`src/hdl/tks_ram.sv`:
```
// Generic single-write, single-read RAM with a registered read port.
// Stand-alone; no package needed.
module tks_ram #(
    parameter int WIDTH = 32,
    parameter int DEPTH = 16
) (
    input  logic                                         clk,
    input  logic                                         wr_en,
    input  logic [((DEPTH > 1) ? $clog2(DEPTH) : 1)-1:0] wr_addr,
    input  logic [WIDTH-1:0]                             wr_data,
    input  logic [((DEPTH > 1) ? $clog2(DEPTH) : 1)-1:0] rd_addr,
    output logic [WIDTH-1:0]                             rd_data
);
    logic [WIDTH-1:0] mem [DEPTH];

    // Write port
    always_ff @(posedge clk)
    begin
        if (wr_en)
        begin
            mem[wr_addr] <= wr_data;
        end
    end

    // Registered read port
    always_ff @(posedge clk)
    begin
        rd_data <= mem[rd_addr];
    end
endmodule

```
`config.mk`:
```
export PLATFORM = sky130hd
export DESIGN_NAME = tks_ram
export DESIGN_NICKNAME = d
export VERILOG_FILES = /design/src/hdl/tks_ram.sv
export SDC_FILE = /design/constraint.sdc
export NUM_CORES = 1
export LEC_CHECK = 0
export BUFFER_PORTS_ARGS = -buffer_cell sky130_fd_sc_hd__clkbuf_2
export CAP_MARGIN = 20
export CORE_MARGIN = 3
export CORE_UTILIZATION = 60
export CTS_CLUSTER_DIAMETER = 80
export DETAILED_ROUTE_END_ITERATION = 12
export PLACE_DENSITY = 0.78
export SYNTH_ARGS = -nofsm -noshare
export SYNTH_HDL_FRONTEND = slang
export SYNTH_SLANG_ARGS = --single-unit
```
`constraint.sdc`:
```
create_clock -name clk -period 4.1 [get_ports clk]
set_clock_uncertainty 0.2 [all_clocks]
set_input_delay 0.205 -clock clk [delete_from_list [all_inputs] [get_ports clk]]
set_output_delay 0.205 -clock clk [all_outputs]
set_load 0.005 [all_outputs]
```
==> impl_metrics.ini, run 1 <==
[timing]
clock.fmax_mhz = 517
relSlewSlack = 0.319
finalCriticalPeriod_ns = 1.93
worstMarginPinSlew_ns = 1.02
period_share = 0.472
rsz0062_at_grt = false
setup_viol = 0
tns_ns = 0
worst_hold_slack_ns = 0.0749
slew_violations = 0
hold_viol_final = 0

[setup_path]
cp-startpoint = wr_addr[2]
max_stage_delay_ns = 0.79
path_class = primary input to flip-flop
cp.required_ns = 4.16
critical_path.max_fanout = 21
path_cells = clkbuf_2, or3b_2, nor2_4, buf_4
slowest_stage = nor2_4
critical_path_arrival_ns = 1.99
end_kind = flip-flop
cp-start-kind = primary input
r2r-start = mem[3][4]

[final_layout]
fillers = 1875
nNetsFinal = 1025
fin_area_mm2 = 0.0229
final_cell_mix = edfxtp_1 (512), mux4_2 (128), clkbuf_2 (71), a22oi_1 (64), clkbuf_16 (54)
multi_input_area_mm2 = 0.00375
final_common_cell = edfxtp_1
syn_to_final_growth_pct = 15.6
ff_latch_area_mm2 = 0.0160
drive_above_1_share = 0.320

[logic_synthesis]
seq_area_frac_synth = 0.807
syn_area_mm2 = 0.0199
synth_edf_count = 512
synth_ff_type = edfxtp_1
syn_area_per_cell_um2 = 23.7
synth_fp_nets = 880
synthArstFlopShare = 0
syn_inst = 838
synth_cell_types = 18
ys_seq_elements = 544
yosysWarnings = 0

[floorplanning]
initial_utilization = 0.620
fp.dieW_um = 188
core_mm2 = 0.0320
num_rows = 65
die_h_um = 188
dieArea_mm2 = 0.0353
io_pins = 74

[drt]
finalWirelength_um = 41400
dr.first_iter.drc_count = 1172
wl_met1_um = 16000
highest_layer = met4
dr.pass1.iters = 5
wl_met3_um = 3960
viasPerCell = 6.43
drc = 0
routedWlPerCell_um = 28.3
ant_nets = 0
via_count = 9393
dr_wl_met2_um = 20600

[global_route]
grt_usage = 0.241
antenna_found_initial = 1
grt_pass1_vias = 9987
gr-total-overflow = 0
grt_pass1_wl_um = 63100
grt_max_degree = 69

[placement]
place.gp.congestion = 0.719
io_buffers = 73
hpwl_um = 19600
place_area_mm2 = 0.0209

[run]
drv_cap = 0

[clock_tree]
clock_latency_ns = 0.57
clock-root-buffer = clkbuf_16
postCtsSetupRepairBufs = 0
htreeDepth = 2
cts.sinks = 544
clk_path_buf_depth = 3
clk_pin_slew_ns = 0.06
cts_tree = yes
numCtsBuffers = 52

[worst_hold_path]
hp-start = rd_addr[2]
holdCritPathClass = primary input to flip-flop

[power]
finalPower_w = 0.0115
power_density_mw_per_mm2 = 502
p_leak_nw = 7.46
vdd_drop_max_v = 0.000450

[run_status]
status = finished, final reports clean
==> routing by layer <==
layer  track usage  up-vias
li1              -     3868
met1         0.358     4890
met5             0        -
met4        0.0707        0
met2         0.379      566
met3        0.0430       69
==> power by group <==
group	internal (W)	switching [W]	total [W]	leakage [nW]
combinational	0.000241	0.000315	0.000556	1.73
clock	0.00275	0.00196	0.00471	0.827
sequential	0.00622	0.0000428	0.00626	4.89
total	0.00920	0.00232	0.0115	7.46
==> synth_stat cells, types with 4 or more instances <==
| cell | n | area share |
|---|---|---|
| nor3_1 | 4 | 0.0010 |
| buf_1 | 9 | 0.0017 |
| mux4_2 | 128 | 0.15 |
| nor2_1 | 13 | 0.0025 |
| buf_2 | 4 | 0.0010 |
| nand2_1 | 33 | 0.0062 |
| edfxtp_1 | 512 | 0.77 |
| dfxtp_1 | 32 | 0.032 |
| buf_4 | 11 | 0.0042 |
| clkbuf_1 | 17 | 0.0032 |
| a22oi_1 | 64 | 0.024 |
==> state kept, by name, indices dropped and copies added (netlist names) <==
| signal | count |
|---|---|
| rd_data | 32 |
| mem | 512 |
==> cell type report <==
type,instances,share of cell area
timing repair buffer,134,0.0410
clock inverter,29,0.0124
tap,435,0.0237
sequential,544,0.698
multi-input combinational,251,0.163
clock buffer,67,0.0615
antenna,1,0.000109
==> cells by family after synthesis <==
kind of cell           share of synthesized area
AOI/OAI and AO/OA                         0.0242
and+or+nand+nor                           0.0127
DFF                                        0.807
buffers and inverters                     0.0112
muxes                                      0.145
==> path summary, 6_finish.rpt <==
path         slack (ns)           to  cells after the start
min                0.07  rd_data[15]                      4
max                2.17    mem[3][5]                      4
min reg2reg        0.47  rd_data[30]                      3
max reg2reg        2.48   rd_data[4]                      3
==> critical path: cells and delay by family <==
family	cells	cell delay, ns
buffers and inverters	2	0.40
and+or+nand+nor	2	1.38
==> stage by stage <==
stage	setup slack, ns	utilization	std cells
global placement	1.61	0.653	1332
finish	2.17	0.716	1461
floorplan	0.515	-	838
CTS	2.14	0.716	1460
global route	2.11	0.716	1461
detailed placement	1.57	0.653	1332
==> what timing repair did <==
action / in CTS / in global routing
endpoints found under the setup margin: 0 / 0
hold buffers: 32 / 0
gates resized for setup: 0 / 0
hold endpoints to repair: 512 / 0
(Power assumes the default switching activity.)
==> run 2: changes to the inputs <==
--- a/config.mk
+++ b/config.mk
@@ -8,10 +8,10 @@
 export BUFFER_PORTS_ARGS = -buffer_cell sky130_fd_sc_hd__clkbuf_2
 export CAP_MARGIN = 20
 export CORE_MARGIN = 3
-export CORE_UTILIZATION = 60
+export CORE_UTILIZATION = 55
 export CTS_CLUSTER_DIAMETER = 80
 export DETAILED_ROUTE_END_ITERATION = 12
-export PLACE_DENSITY = 0.78
+export PLACE_DENSITY = 0.75
 export SYNTH_ARGS = -nofsm -noshare
 export SYNTH_HDL_FRONTEND = slang
 export SYNTH_SLANG_ARGS = --single-unit
==> constraint.sdc (replaced) <==
create_clock -name clk -period 1.7 [get_ports clk]
set_clock_uncertainty 0.2 [all_clocks]
set_input_delay 0.085 -clock clk [delete_from_list [all_inputs] [get_ports clk]]
set_output_delay 0.085 -clock clk [all_outputs]
set_load 0.005 [all_outputs]
==> impl_metrics.ini, run 2 (synthesis gave the netlist of run 1 again) <==
[placement]
io_buffers = 73
placedCellCount = 1395
place.gp.congestion = 0.729
hpwl_um = 22900

[setup_path]
critical_path_arrival_ns = 1.74
cp-start-kind = primary input
path_class = primary input to flip-flop
path_cells = dlygate4sd3_1, or3b_4, buf_12, nor2_4, buf_12, clkbuf_16
max_stage_delay_ns = 0.59
slowest_stage = dlygate4sd3_1
path_buf_inv = 4
end_kind = flip-flop
cp.required_ns = 1.76
cpLargestDelayFamily = buffers and inverters
crit_path_frequent_cell = buf_12
critical_path.max_fanout = 5

[drt]
dr.pass1.iters = 5
routedWlPerCell_um = 28.1
wl_met3_um = 3980
dr_wl_met2_um = 21000
viasPerCell = 6.27
ant_nets = 0
wl_met1_um = 17000
via_count = 9544
highest_layer = met5
dr.first_iter.drc_count = 1083
drc = 0
finalWirelength_um = 42800

[final_layout]
final-instance-count-excl-fill = 1523
nNetsFinal = 1069
final_cell_mix = edfxtp_1 (512), mux4_2 (128), clkbuf_2 (69), a22oi_1 (64), clkbuf_16 (53)
largest_register = mem
final_common_cell = edfxtp_1
drive_above_1_share = 0.346
reg_top3 = mem (512), rd_data (32)
diodes = 0
fillers = 2097
largest_reg_flops = 512
syn_to_final_growth_pct = 20.1

[power]
p_leak_nw = 7.82
vdd_drop_max_v = 0.000827
power_density_mw_per_mm2 = 1160

[timing]
finalCriticalPeriod_ns = 1.68
worst_hold_slack_ns = -0.0372
setup_viol = 0
period_share = 0.987
slew_violations = 0
worstMarginPinSlew_ns = 1.01
tns_ns = 0
hold_viol_final = 11
clock.fmax_mhz = 596
relSlewSlack = 0.325

[clock_tree]
clock-root-buffer = clkbuf_16
numCtsBuffers = 50
clk_pin_slew_ns = 0.06
holdBufCountCts = 34
clk_path_buf_depth = 3
htreeDepth = 2
post_cts_resized = 0
cts.sinks = 544
clock_latency_ns = 0.55
cts_tree = yes

[global_route]
grt_usage = 0.226
grt_pass1_vias = 10100
grt_max_degree = 53
grt_pass1_wl_um = 64100
gr-total-overflow = 0
antenna_found_initial = 1

[floorplanning]
num_rows = 68
initial_utilization = 0.566
io_pins = 74
die_h_um = 196
core_mm2 = 0.0351
fp.dieW_um = 196
dieArea_mm2 = 0.0384

[run_status]
violations = negative hold slack
status = finished, violations left

[run]
drv_cap = 0

[worst_hold_path]
holdCritPathClass = primary input to flip-flop
-- run 2: changes by cell type in the layout (fill, tap and decap cells not counted), moves of 2 or more --
cell / before / now
clkbuf_8: 2 / 11
dlygate4sd3_1: 32 / 34
clkbuf_2: 71 / 69
nor3_4: 0 / 4
clkinvlp_4: 3 / 1
buf_12: 2 / 43
bufinv_16: 5 / 3
clkinv_2: 12 / 7
buf_4: 28 / 31
nor3_2: 4 / 0
-- run 2: cell type report --
type,count,area [um^2],area share
timing repair buffer,180,1840,0.0773
clock buffer,73,1460,0.0612
clock inverter,20,171,0.00719
multi-input combinational,251,3780,0.159
sequential,544,16000,0.672
tap,455,569,0.0239
-- run 2: through the flow --
| step | utilization | area (um^2) | total power [W] | hold slack (ns) | setup WS (ns) |
|---|---|---|---|---|---|
| 4_1_cts | 0.678 | 23800 | 0.0277 | -0.0588 | 0.0161 |
| 6_report | 0.680 | 23800 | 0.0276 | -0.0372 | 0.0213 |
| 3_5_place_dp | 0.622 | 21800 | 0.0168 | 0.260 | -0.124 |
| 2_1_floorplan | - | 20000 | 0.0161 | -0.0161 | -0.294 |
| 3_3_place_gp | 0.622 | 21800 | 0.0168 | 0.258 | -0.0894 |
| 5_1_grt | 0.680 | 23800 | 0.0284 | -0.00547 | -0.00147 |
-- run 2: timing repair --
action | 4_1_cts | 5_1_grt
setup buffers | 0 | 1
endpoints found under the setup margin | 0 | 56
endpoints found under the hold margin | 555 | 5
-- run 2: worst paths after layout --
kind,start,to,slack [ns],cells after the start
max,wr_addr[3],mem[3][19],0.02,6
min,rd_addr[3],rd_data[6],-0.04,4
max reg2reg,mem[11][12],rd_data[12],0.11,3
min reg2reg,mem[15][9],rd_data[9],0.47,3
-- run 2: worst reg2reg max path, stage by stage (launching register included) --
cell	delay, ns
edfxtp_1	0.38
mux4_2	0.49
a22oi_1	0.25
nand2_1	0.14
-- run 2: routing by layer --
metal	track usage	up-vias
li1	-	3954
met1	0.332	5003
met2	0.362	519
met3	0.0434	66
met4	0.0528	2
met5	0	-
-- run 2: power breakdown --
group	leakage [nW]	switching [W]	internal, W	total [W]
sequential	4.89	0.000113	0.0150	0.0151
clock	0.802	0.00458	0.00639	0.0110
combinational	2.13	0.000795	0.000707	0.00150
total	7.82	0.00549	0.0221	0.0276
