`config.mk`:
```
export PLATFORM = sky130hd
export DESIGN_NAME = tks_alu
export DESIGN_NICKNAME = d
export VERILOG_FILES = /design/src/hdl/tks_pkg.sv /design/src/hdl/tks_alu.sv
export SDC_FILE = /design/constraint.sdc
export NUM_CORES = 1
export LEC_CHECK = 0
export ABC_CLOCK_PERIOD_IN_PS = 8300
export BUFFER_PORTS_ARGS = -buffer_cell sky130_fd_sc_hd__buf_2
export CORE_MARGIN = 2
export CORE_UTILIZATION = 53
export DETAILED_ROUTE_END_ITERATION = 8
export GPL_TIMING_DRIVEN = 0
export PLACE_DENSITY = 0.89
export SLEW_MARGIN = 20
export SYNTH_ARGS = -nofsm -noshare
export SYNTH_HDL_FRONTEND = slang
export SYNTH_SLANG_ARGS = --single-unit
```
`constraint.sdc`:
```
create_clock -name vclk -period 8.3
set_input_delay 1.66 -clock vclk [all_inputs]
set_output_delay 1.66 -clock vclk [all_outputs]
set_load 0.01 [all_outputs]
```
`src/hdl/tks_pkg.sv`:
```
// Shared types and constants of the table key search block.
// Used by the interfaces, tks_alu and table_key_search; depends on nothing.
package tks_pkg;

    // Table geometry
    localparam int DEPTH   = 16;
    localparam int ADDR_W  = 4;
    localparam int COUNT_W = 5;
    localparam int WORD_W  = 32;

    // Width of the shared subtractor: holds the interpolation numerator with a sign
    localparam int REM_W = 36;
    localparam int ALU_W = 37;

    // Item modes
    localparam logic [1:0] MODE_LOAD   = 2'd0;
    localparam logic [1:0] MODE_BINARY = 2'd1;
    localparam logic [1:0] MODE_LINEAR = 2'd2;
    localparam logic [1:0] MODE_INTERP = 2'd3;

    // Result of the shared subtractor
    typedef struct packed {
        logic [ALU_W-1:0] diff;
        logic             neg;
        logic             zero;
    } alu_res_t;

endpackage

```
`src/hdl/tks_alu.sv`:
```
// Shared subtractor used for every key compare and every division step of a search.
// Depends on tks_pkg for its width and result type.
module tks_alu
    import tks_pkg::*;
(
    input  logic [ALU_W-1:0] op_a,
    input  logic [ALU_W-1:0] op_b,
    output alu_res_t         res
);
    logic [ALU_W-1:0] diff;

    // One wide subtraction; the sign and zero flags drive all decisions
    always_comb
    begin
        diff     = op_a - op_b;
        res.diff = diff;
        res.neg  = diff[ALU_W-1];
        res.zero = (diff == '0);
    end
endmodule

```
==> results of run 1 <==
area by class of cell:
cell class	count	area share, %
tap	50	2.21
multi-input combinational	282	71.3
timing repair buffer	113	20.0
buffer	7	1.10
inverter	41	5.43
cell usage after synthesis, types with 3 or more instances:
cell type,count
inv_1,41
a21oi_1,36
ha_1,36
nand2_1,35
nor2_1,18
o21ai_0,18
xnor2_1,18
xor2_1,15
a21o_1,8
nand3_1,8
and3_1,7
a31oi_1,6
nand4_1,6
clkbuf_1,5
a21oi_2,4
and2_1,4
nand2b_1,4
nor3_1,4
o21ai_1,4
a211oi_1,3
a21boi_0,3
nor2b_1,3
nor4_1,3
or3_1,3
power groups by stage:
stage                     Clock, uW  Combinational [uW]  Sequential [uW]
after floorplan                   0                 176                0
after global placement            0                 261                0
after detailed placement          0                 267                0
after CTS                         0                 268                0
after global routing              0                 298                0
final                             0                 270                0
worst max-delay path: cells and delay by family:
| kind | cells | cell delay [ns] |
|---|---|---|
| AO/OA/AOI/OAI | 5 | 1.61 |
| AND/OR/NAND/NOR | 4 | 0.95 |
| adder cells (fa/ha/maj) | 2 | 0.62 |
| buffers and inverters | 3 | 0.22 |
| XOR/XNOR | 1 | 0.19 |
metal layers:
metal	GRT usage, %	part of all wire [%]
met1	33.9	42
met2	53.6	51
met3	2.27	6.1
met4	3.00	0.78
met5	0	0
per-stage QoR:
stage / setup slack, ns / instances / cell area [um2] / util [%]
after detailed placement: 1.49 / 493 / 2830 / 70.8
after global placement: 1.57 / 493 / 2830 / 70.8
after global routing: 1.15 / 493 / 2830 / 70.8
final: 1.40 / 493 / 2830 / 70.8
after floorplan: 2.03 / 330 / 2200 / -
after CTS: 1.45 / 493 / 2830 / 70.8
worst min path at each step:
stage,depth (start not counted),startpoint,slack [ns],endpoint
after floorplan,2,op_b[0],3.48,res[2]
after global placement,4,op_b[0],3.67,res[2]
after detailed placement,4,op_b[0],3.69,res[2]
after CTS,4,op_b[0],3.69,res[2]
after global routing,4,op_b[0],3.73,res[2]
final,4,op_b[0],3.69,res[2]
logic make-up (layout without fill, tap and decap cells):
group | Yosys count | count (layout) | share of synthesized area [%]
xor gates and xnor gates | 33 | 33 | 13.1
muxes | 1 | 1 | 0.511
adders and majority gates | 37 | 37 | 21.3
and+or+nand+nor | 105 | 105 | 24.1
buffers and inverters | 48 | 161 | 8.40
AOI/OAI and AO/OA | 106 | 106 | 32.5
cell usage in the layout (no fill, tap or decap), drive strengths merged, types with 2 or more instances in the layout:
| cell | netlist | final |
|---|---|---|
| xnor2 | 18 | 18 |
| xor2 | 15 | 15 |
| nor2b | 3 | 3 |
| a21boi | 4 | 4 |
| ha | 36 | 36 |
| or3 | 3 | 3 |
| a211oi | 4 | 4 |
| nand4 | 6 | 6 |
| a311oi | 2 | 2 |
| o2111ai | 2 | 2 |
| o21a | 4 | 4 |
| nor3 | 4 | 4 |
| inv | 41 | 41 |
| and2 | 5 | 5 |
| nand2 | 35 | 35 |
| or4 | 2 | 2 |
| nand3 | 8 | 8 |
| and3 | 7 | 7 |
| o21ai | 22 | 22 |
| nand2b | 4 | 4 |
| a31oi | 6 | 6 |
| a21oi | 40 | 40 |
| o41ai | 2 | 2 |
| a211o | 2 | 2 |
| clkbuf | 5 | 5 |
| buf | 2 | 115 |
| a21o | 8 | 8 |
| nor4 | 3 | 3 |
| nor2 | 18 | 18 |
==> run metrics, run 1 <==
DRT Pass-1 Iters 4; P_leak roughly 0.0015 uW; sequential power share 0%; clock power share 0%; CP max stage cell o41ai_2; GRT Util Overall roughly 28%; status finished, final reports clean; Area Overhead vs Synth 28.5%; Final Setup Violations 0; DR vias roughly 2800; synthesized area between 2000 and 2500 um2; largest net degree at the start of global routing 10; sequential element share of the synthesized area 0%; Syn Inst Count 330; Hold Vio Cnt, Final 0; area of the multi-input gates 2020 um2; synthesized area per cell 6.68 um2; Psw between 150 and 200 uW; peak supply drop 0.0000495 V; Max Cap Viol 0; largest area contributor in the netlist ha_1; I/O pin cnt between 100 and 150; crit-path cells buf_2 -> inv_1 -> ha_1 -> fa_1 -> nand2b_1 -> a211oi_1 -> o21ai_1 -> o221a_2 -> o31a_1 -> o41ai_2 -> xor2_1 -> nor4b_1 -> and4b_1 -> and4bb_1 -> buf_2; Post-CTS Setup Bufs 0; initial DRC count between 150 and 200; die area roughly 4700 um2; combinational group share of total power between 90% and 100%; number of antenna violations at the first check in global routing 0; GP Congestion approximately 0.94; Yosys cell types 57; seq_cells 0; Max-slew headroom 61.8%; core area 4000 um2; Die Y 68.5 um; Cell Int Power 114 uW; hold slack 3.69 ns; crit path launch type primary input; total power between 200 and 300 uW; CP endpoint kind output pin; worst setup path end res[0]; Area contributors post-synth ha_1 (20%), a21oi_1 (8.2%), xnor2_1 (7.2%), inv_1 (7.0%), nand2_1 (6.0%); Worst Max-Slew Pin Slew about 0.57 ns; RSZ-0062 raised after global routing false; PwrDens between 90 and 100 nW/um2; Ant. Diodes 0; global-route wire length before repair roughly 11 mm; Routed Antenna Nets 0; vias in the first global route 2611; Yosys top cell area share approximately a fifth; setup_tns 0 ns; PostCTS Resize Cnt 0; Layout clock buffers 0; Crit. Startpoint op_a[0]; max-slew violation count 0; DRC viols 0; worst hold path class in2out; ratio of cells with drive above 1 in the final layout between 20% and 30%; DP HPWL 5.78 mm; Layout Nets 556; CTS Hold Buffers Added 0; Final Routed Wirelength around 6.5 mm; Synth warnings 0; Sw Ratio between 50 and 60%; CP Max Fanout 3; CP Class in2out; Net Count, Synth between 400 and 500; Required @ worst endpoint roughly 6.6 ns; Fmax around 140 MHz; num rows 23; Arr. time, crit path around 5.2 ns; WL/cell 13.3 um; CP peak stage delay approximately 0.44 ns; Starting Density 55.1%; cell repeated most along the worst path buf_2; die width 68.5 um; Port Buffers around 110; GRT Residual Overflow 0; Tcrit/Tclk final 83.1%; crit path time final slightly below 7 ns; Vias/cell 5.68; fillers roughly 340; sequential cell area 0 um2
Note: power is estimated with default switching activity, not from simulation.
==> run 2, diff against run 1 <==
--- a/config.mk
+++ b/config.mk
@@ -5,13 +5,14 @@
 export SDC_FILE = /design/constraint.sdc
 export NUM_CORES = 1
 export LEC_CHECK = 0
-export ABC_CLOCK_PERIOD_IN_PS = 8300
+export ABC_AREA = 1
+export ABC_CLOCK_PERIOD_IN_PS = 6400
 export BUFFER_PORTS_ARGS = -buffer_cell sky130_fd_sc_hd__buf_2
 export CORE_MARGIN = 2
-export CORE_UTILIZATION = 53
+export CORE_UTILIZATION = 54
 export DETAILED_ROUTE_END_ITERATION = 8
 export GPL_TIMING_DRIVEN = 0
-export PLACE_DENSITY = 0.89
+export PLACE_DENSITY = 0.83
 export SLEW_MARGIN = 20
 export SYNTH_ARGS = -nofsm -noshare
 export SYNTH_HDL_FRONTEND = slang
==> constraint.sdc (replaced) <==
create_clock -name vclk -period 6.4
set_input_delay 1.28 -clock vclk [all_inputs]
set_output_delay 1.28 -clock vclk [all_outputs]
set_load 0.01 [all_outputs]
==> run 2 against run 1 <==
Global-route usage is 3.8 points higher. Sequential cell count stayed put. Sequential share of layout area stayed put. Die area is 41% higher. Worst hold slack worse by 0.76 ns. Wire length is 60% higher. Non-clock buffer count is 5 lower. Critical path depth is 5 higher. Via count is 60% higher. Critical endpoint unchanged. Largest power group unchanged. Highest routed layer unchanged.
==> run metrics, run 2 <==
status finished, final reports clean; combinational group share of total power 100.0% (about the same); fin worst setup slack 1.40 ns (+0.00409 ns); DP HPWL 9.33 mm (+61%); DP Worst Slack 1.50 ns (+0.0154 ns); ratio of cells with drive above 1 in the final layout 15.8% (-14 points); Worst Max-Slew Pin Slew 0.431 ns (-0.142 ns); crit path launch type primary input; Fmax ~200 MHz; WL/cell 11.8 um (-11%); Psw 254 uW (+63%); Cell Int Power 145 uW (+27%); Max Cap Viol 0 (unchanged); DR vias 4483 (+60%); PwrDens 103 nW/um2 (+7.9%); hold depth 4 (unchanged); CP Class in2out; Die Y 81.3 um (+19%); GRT Util Overall 31.5% (+3.8 points); Vias/cell 5.05 (-11%); Net Count, Synth 810 (+84%); max-slew violation count 0 (unchanged); commonest non-fill, non-tap cells in the layout nand2_1 (281), inv_1 (182), buf_2 (113); Syn Inst Count 699 (+110%); Port Buffers 113 (unchanged); fillers 610 (+82%); synthesized area per cell 4.61 um2 (-31%); Sw Ratio 63.7% (+6.0 points); initial DRC count 274 (+57%); peak supply drop 0.0000536 V (+8.3%); PostCTS Resize Cnt 0 (unchanged); count leader, synth nand2_1; DRT Pass-1 Iters 5 (+1); Hold Vio Cnt, Final 0 (unchanged); P_leak 0.00271 uW (+77%); vias in the first global route 3795 (+45%); Tcrit/Tclk final around four fifths; Synth warnings 0 (unchanged); synthesized area 3230 um2 (+46%); core area 5850 um2 (+46%); Final Routed Wirelength 10.5 mm (+60%); final instance area 3880 um2 (+37%); largest area contributor in the netlist nand2_1; Ant. Diodes 0 (unchanged); seq_cells 0 (unchanged); CP endpoint kind output pin; area of the multi-input gates 2520 um2 (+25%); top cells by count, synth nand2_1 (281), inv_1 (182), nor2_1 (57), nand3_1 (51), ha_1 (36); crit-path cells buf_2 -> inv_1 -> ha_1 -> fa_1 -> inv_1 -> nand2_1 -> nand2_1 -> nand3_1 -> nand2_2 -> nand2_1 -> nand2_1 -> nand2_1 -> nand2_1 -> nand2_1 -> nand2_1 -> nand2_1 -> nor2_1 -> nand3_1 -> nor3_2 -> buf_2; GRT Residual Overflow 0 (unchanged); Arr. time, crit path 3.72 ns (-1.52 ns); Starting Density 55.1% (about the same); Yosys top cell area share 32.7% (+12 points); Post-CTS Setup Bufs 0 (unchanged); worst hold path class in2out; CP Max Fanout 3 (unchanged); Final Setup Violations 0 (unchanged); Area contributors post-synth nand2_1 (33%), inv_1 (21%), ha_1 (14%), nand3_1 (7.9%), nor2_1 (6.6%); CTS Hold Buffers Added 0 (unchanged); sequential cell area 0 um2 (unchanged); cell repeated most along the worst path nand2_1; die area 6610 um2 (+41%); Area Overhead vs Synth 20.4%; Required @ worst endpoint 5.12 ns (-1.52 ns); GP Congestion 0.975 (+4.0%); Routed Antenna Nets 0 (unchanged); RSZ-0062 raised after global routing false; die width 81.3 um (+19%); DRC viols 0 (unchanged); crit path time final 5.00 ns; Layout Nets 925 (+66%); I/O pin cnt 113 (unchanged); Yosys cell types 24 (-58%); largest net degree at the start of global routing 8 (-2); num rows 28 (+22%); Max-slew headroom 71.0% (+9.2 points); placed inst area 3880 um2 (+37%); CP peak stage delay 0.41 ns (-0.03 ns); total power 399 uW (+48%); global-route wire length before repair 16.7 mm (+59%); setup_tns 0 ns (unchanged); CP max stage cell fa_1; sequential power share 0% (unchanged); sequential element share of the synthesized area 0% (unchanged); Layout clock buffers 0 (unchanged); number of antenna violations at the first check in global routing 0 (unchanged); leading cell type in the layout, fill and taps excluded nand2_1; clock power share 0% (unchanged)
## run 2: layout make-up
cell class	count	share of cell area, %
buffer	2	0.386
inverter	185	17.9
multi-input combinational	512	64.8
tap	75	2.42
timing repair buffer	113	14.6
## run 2: path summary, 6_finish.rpt
kind / from / endpoint / slack [ns]
max: op_a[0] / res[0] / 1.40
min: op_b[0] / res[2] / 2.92
## run 2: cell families (layout without fill, tap and decap cells)
family,Yosys count,after routing,share of synthesized area (%)
fa+ha+maj,37,37,14.6
simple gates,430,430,55.6
xor+xnor,4,4,1.09
compound gates,41,41,6.71
buf+inv,187,300,22.0
## run 2: worst max-delay path, delay by kind of cell
kind          cells  cell delay, ns
simple gates     14            1.42
fa+ha+maj         2            0.62
buf+inv           4            0.39
## run 2: through the flow
stage / util (%) / instances / hold WS (ns)
finish: 66.4 / 887 / 2.92
global route: 66.4 / 887 / 2.94
CTS: 66.4 / 887 / 2.93
detailed placement: 66.4 / 887 / 2.92
global placement: 66.4 / 887 / 2.91
floorplan: - / 699 / 2.72
## run 2: power groups by stage
stage	clock network, uW	registers (uW)	logic, uW
finish	0	0	399
global route	0	0	452
CTS	0	0	394
detailed placement	0	0	391
global placement	0	0	384
floorplan	0	0	263
## run 2: routing by layer
layer  global-route usage (%)  vias up  wire [um]
li1                         -     2330          -
met1                     43.1     1959       4780
met2                     53.6      186       4620
met3                     4.89        8        995
met4                     3.39        0         91
met5                        0        -          0
